`src/sv/pdet_pkg.sv`:
```
// Shared types and constants of the power envelope pulse detector.
// No dependencies; imported by every module of the block.
package pdet_pkg;

  // Fixed geometry of the sample path
  localparam int SAMPLE_W   = 16;
  localparam int IDX_W      = 32;
  localparam int POW_W      = 32;
  localparam int SUM_W      = 41;
  localparam int PROD_W     = 42;
  localparam int WLEN_W     = 10;
  localparam int RING_DEPTH = 512;
  localparam int RING_AW    = 9;
  localparam int HIST_DEPTH = 513;
  localparam int HIST_AW    = 10;
  localparam int W_MIN      = 8;
  localparam int W_MAX      = 512;
  localparam int STEP_LIMIT = 1026;
  localparam int STEP_W     = 11;
  localparam int OUT_CAP    = 4;
  localparam int CNT_W      = 3;
  localparam int FIFO_DEPTH = 8;
  localparam int FIFO_AW    = 3;
  localparam int FIFO_CW    = 4;

  // Configuration register indexes
  localparam logic [1:0] REG_THRESHOLD = 2'd0;
  localparam logic [1:0] REG_WINDOW    = 2'd1;
  localparam logic [1:0] REG_MIN_WIDTH = 2'd2;
  localparam logic [1:0] REG_MAX_WIDTH = 2'd3;

  // One result record
  typedef struct packed {
    logic [IDX_W-1:0] pulse_start;
    logic [IDX_W-1:0] pulse_end;
    logic             pulse_valid;
    logic             run_last;
  } result_t;

endpackage

```
`src/sv/pdet_res_fifo.sv`:
```
// Result queue of the pulse detector: a small register FIFO in front of the output port.
// Depends on pdet_pkg.
module pdet_res_fifo
  import pdet_pkg::*;
(
  input  logic               clk,
  input  logic               rst_n,
  input  logic               push,
  input  result_t            push_data,
  input  logic               pop,
  output result_t            head,
  output logic               not_empty,
  output logic [FIFO_CW-1:0] count
);

  result_t              slot_r [FIFO_DEPTH];
  logic [FIFO_AW-1:0]   wr_ptr_r, rd_ptr_r;
  logic [FIFO_CW-1:0]   count_r;
  logic                 do_pop;

  assign not_empty = (count_r != '0);
  assign do_pop    = pop && not_empty;
  assign head      = slot_r[rd_ptr_r];
  assign count     = count_r;

  // storage
  always_ff @(posedge clk) begin
    if (push) begin
      slot_r[wr_ptr_r] <= push_data;
    end
  end

  // pointers and fill level
  always_ff @(posedge clk) begin
    if (!rst_n) begin
      wr_ptr_r <= '0;
      rd_ptr_r <= '0;
      count_r  <= '0;
    end else begin
      if (push) wr_ptr_r <= wr_ptr_r + 1'b1;
      if (do_pop) rd_ptr_r <= rd_ptr_r + 1'b1;
      count_r <= count_r + FIFO_CW'(push) - FIFO_CW'(do_pop);
    end
  end

endmodule

```
`config.mk`:
```
export PLATFORM = sky130hd
export DESIGN_NAME = pdet_res_fifo
export DESIGN_NICKNAME = d
export VERILOG_FILES = /design/src/sv/pdet_pkg.sv /design/src/sv/pdet_res_fifo.sv
export SDC_FILE = /design/constraint.sdc
export NUM_CORES = 1
export LEC_CHECK = 0
export ABC_AREA = 0
export BUFFER_PORTS_ARGS = -buffer_cell sky130_fd_sc_hd__buf_2
export CAP_MARGIN = 20
export CORE_ASPECT_RATIO = 0.6
export CORE_MARGIN = 4
export CORE_UTILIZATION = 42
export CTS_CLUSTER_SIZE = 10
export DETAILED_ROUTE_END_ITERATION = 8
export HOLD_SLACK_MARGIN = 0.03
export PLACE_DENSITY = 0.71
export REMOVE_ABC_BUFFERS = 1
export SLEW_MARGIN = 15
export SYNTH_ARGS = -nofsm -noshare
export SYNTH_HDL_FRONTEND = slang
export SYNTH_SLANG_ARGS = --single-unit
```
`constraint.sdc`:
```
create_clock -name clk -period 12.8 [get_ports clk]
set_input_delay 0.64 -clock clk [delete_from_list [all_inputs] [get_ports clk]]
set_output_delay 0.64 -clock clk [all_outputs]
set_load 0.05 [all_outputs]
```
# ---- After elaboration in Yosys (flattened, before gate mapping)
# Memories as Yosys holds them, arrays and structs flattened. A register that Yosys moved wholly into a read port is not among the register bits.
# Cells that the tools add are included.
dict set report word_totals {
  word_cells 14
  n_memories 1
  ramBits 528
  ff_bits 10
  out_inout_bits 71
  input_bits 70
}
# name words width rd rd_clocked_by_memory_dff write_ports line
set mem_list {}
lappend mem_list {slot_r 8 66 1 1 1 pdet_res_fifo.sv:16} ;# result_t slot_r [FIFO_DEPTH];
dict set report classes {
  n_addsub 4
  reduce_logical 2
  mux 4
}
# operator n
set ops {}
lappend ops {{$add 3x1->3 const B} 2}
lappend ops {{$mux 3} 2}
lappend ops {{$add 4x1->4} 1}
lappend ops {{$reduce_bool 4->1} 1}
lappend ops {{$sub 4x1->4} 1}
lappend ops {{$mux 1} 2}
lappend ops {{$logic_and 1x1->1} 1}

# ---- Depth between registers and ports, before layout
dict set report logic_depth {
  ltp_word 4
  mapped_depth 10
  depth_no_buf 10
}

# ---- Least setup slack after synthesis
# OpenSTA, ideal clock, no wires.
dict set report synth_timing {
  path_type {input port to flip-flop}
  from {in push}
  to {mem slot_r[0][0] in the netlist's numbering (enable)}
  arrival_time_ns 5.219
  setup_slack_ns 7.010
  n_path_buf 0
  path_stages 2
  path_cell_list {nand2b_1 > nor3_1}
}
dict set report synth_via {
  elab_chain_len 2
}
# element line
set synth_rtl {}
lappend synth_rtl {{start, declared} pdet_res_fifo.sv:8} ;# input logic push,
lappend synth_rtl {{$mux 1} pdet_res_fifo.sv:28} ;# if (push) begin
lappend synth_rtl {{$mux 1 (not written as such)} pdet_res_fifo.sv:29} ;# slot_r[wr_ptr_r] <= push_data;
lappend synth_rtl {{end, declared} pdet_res_fifo.sv:16}
# No other way between the ends.

==> results.tsv <==
metric	value	unit
status	finished, final reports clean	
synthesized area	20460	um2
first-pass GRT wire length	59920	um
chip width	293.0	um
largest net degree at the start of global routing	56	
synth cell count leaders	edfxtp_1, mux4_2, mux2_2, clkbuf_1	
die outline height	179.0	um
TritonCTS clock tree	built	
layout cells sized above 1	41.36	%
number of synthesized flops with an enable pin	528	
Synth area leaders	edfxtp_1, mux4_2, mux2_2, dfxtp_1, buf_6	
grt ovf	0	
Yosys warning count	0	
Unique masters post-synth	25	
Yosys reg bits	541	
RSZ-0062 raised after global routing	no	
final WL	39950	um
cell taking the most area after synthesis	edfxtp_1	
crit path time final	4104	ps
CTS clk-pin slew, worst paths	60	ps
area of the multi-input gates	4160	um2
initial cell density of the core	42.61	%
leak pwr	7.476	nW
CP required	12160	ps
Final Hold Fails	0	
TritonCTS buffer count	60	
Yosys top cell area share	77.49	%
worst skew pair latency	590	ps
total I/O pin count	141	
CTS root buf	clkbuf_16	
PwrDens	183.5	nW/um2
FP Rows	62	
Post-Route Setup TNS	0	ps
Synth-to-Final Area Change	15.42	%
# nets final	1092	
DRT Pass-1 Iters	4	
Post-synth ARST share	0	%
die area	52430	um2
GRT Util Overall	15.27	%
hold buffer count at CTS	0	
number of setup buffers added after CTS	0	
number of global-route vias before repair	9538	
Avg WL per Cell	23.72	um
Initial DRC Count	680	
Min-Delay Path Class	in -> reg	
CP Capture Type	output pin	
Area after DPL	21940	um2
hpwl dp	21240	um
clock buffer depth	3	
core area	48020	um2
number of clock sinks	541	
final cycle utilization of the critical path	32.06	%
vias	9013	
endpoints failing setup	0	
CP arrival	3460	ps
initial antenna violation count	6	
Layout Skew	19.72	ps
IO Port Bufs	140	
max frequency	243.7	MHz
DRC violations left	0	
Placer Congestion	0.6677	
register area	16130	um2
count leader, synth	edfxtp_1	
register area share after synthesis	78.76	%
startpoint types	register	
design area	23620	um2
measured slew at the worst slew-check pin	1081	ps
FILL cells	3809	
ys flop type	edfxtp_1	
fin cells	1684	
final slew viol count	0	
maxcap violations	0	
final core occ	49.18	%
placed insts	1592	
Synth Instances	835	
Slew Limit Headroom	27.73	%
hold slack	323.1	ps
average cell area after synthesis	24.51	um2
Worst VDD drop	0.0001080	V
Resized Gates After CTS	0	
vias per inst	5.352	
H-tree depth	2	
CP Max Fanout	42	
crit path kind	reg -> out	
ANT nets after route	0	
stage by stage:
step | worst slack [ps] | power [W]
after floorplan | 5651 | 0.002732
after global routing | 8352 | 0.004520
final | 8696 | 0.004334
after global placement | 9032 | 0.002891
after detailed placement | 9000 | 0.002903
after CTS | 8347 | 0.004398
critical path, cell delays in order, from the launching register on:
cell and delay [ps]:
dfxtp_4 900, buf_4 790, mux4_2 650, mux2_2 280, buf_2 210
per-layer routing:
layer | vias to the layer above | global-route usage (%) | part of all wire [%]
met4 | 10 | 3.182 | 1.5
li1 | 3907 | - | -
met2 | 198 | 24.16 | 47
met3 | 66 | 3.368 | 5.1
met5 | - | 0 | 0.13
met1 | 4832 | 22.13 | 46
final cells by class:
class	count	area share [%]
Inverter	4	0.06357
Clock buffer	85	6.755
Tap cell	640	3.391
Sequential cell	541	68.28
Clock inverter	4	0.2278
Timing Repair Buffer	156	3.645
Antenna cell	2	0.02119
Multi-Input combinational cell	252	17.61
placed cells by master, fill, tap and decap left out, drive strengths merged:
cell type  count
fa             1
nand2b         6
a21oi          1
xnor2          2
clkbuf        85
ha             6
a21o           1
clkinv         1
edfxtp       528
nand2          9
mux4         132
mux2          66
or3b           1
and2           4
dfxtp         13
inv            7
nand3          1
xor2           1
mux2i          9
or2            1
nor3           2
nor2b          2
buf          156
diode          2
nor2           7
state kept, by name, summed over array words and instances (netlist names), named ones only:
register,flops
count,4
rd_ptr_r,3
wr_ptr_r,3
slot_r,528
worst paths after layout:
| check | from | slack, ps | cells past startpoint | to |
|---|---|---|---|---|
| setup / recovery | register | 8700 | 4 | head[38] |
| hold / removal | push_data[36] | 320 | 1 | slot_r[3][36]$_DFFE_PP_ |
| setup reg to reg | wr_ptr_r[2]$_SDFFE_PN0P_ | 10130 | 3 | slot_r[2][59]$_DFFE_PP_ |
| hold reg to reg | rd_ptr_r[2]$_SDFFE_PN0P_ | 490 | 2 | register |
power breakdown:
group	internal, W	switching [W]
Sequential	0.00200	0.0000442
Clock	0.000853	0.000626
Combinational	0.000291	0.000519
Total	0.00314	0.00119
logic make-up (layout without fill, tap and decap cells):
| family | Yosys count | after routing | share of synthesized area [%] |
|---|---|---|---|
| buffers and inverters | 42 | 249 | 1.180 |
| XOR/XNOR | 3 | 3 | 0.1284 |
| multiplexers | 207 | 207 | 18.60 |
| AO/OA/AOI/OAI | 2 | 2 | 0.06114 |
| adder cells (fa/ha/maj) | 7 | 7 | 0.4647 |
| AND/OR/NAND/NOR | 33 | 33 | 0.8071 |
| flip-flops | 541 | 541 | 78.76 |
| other | 0 | 2 | 0 |
(Power assumes the default switching activity.)
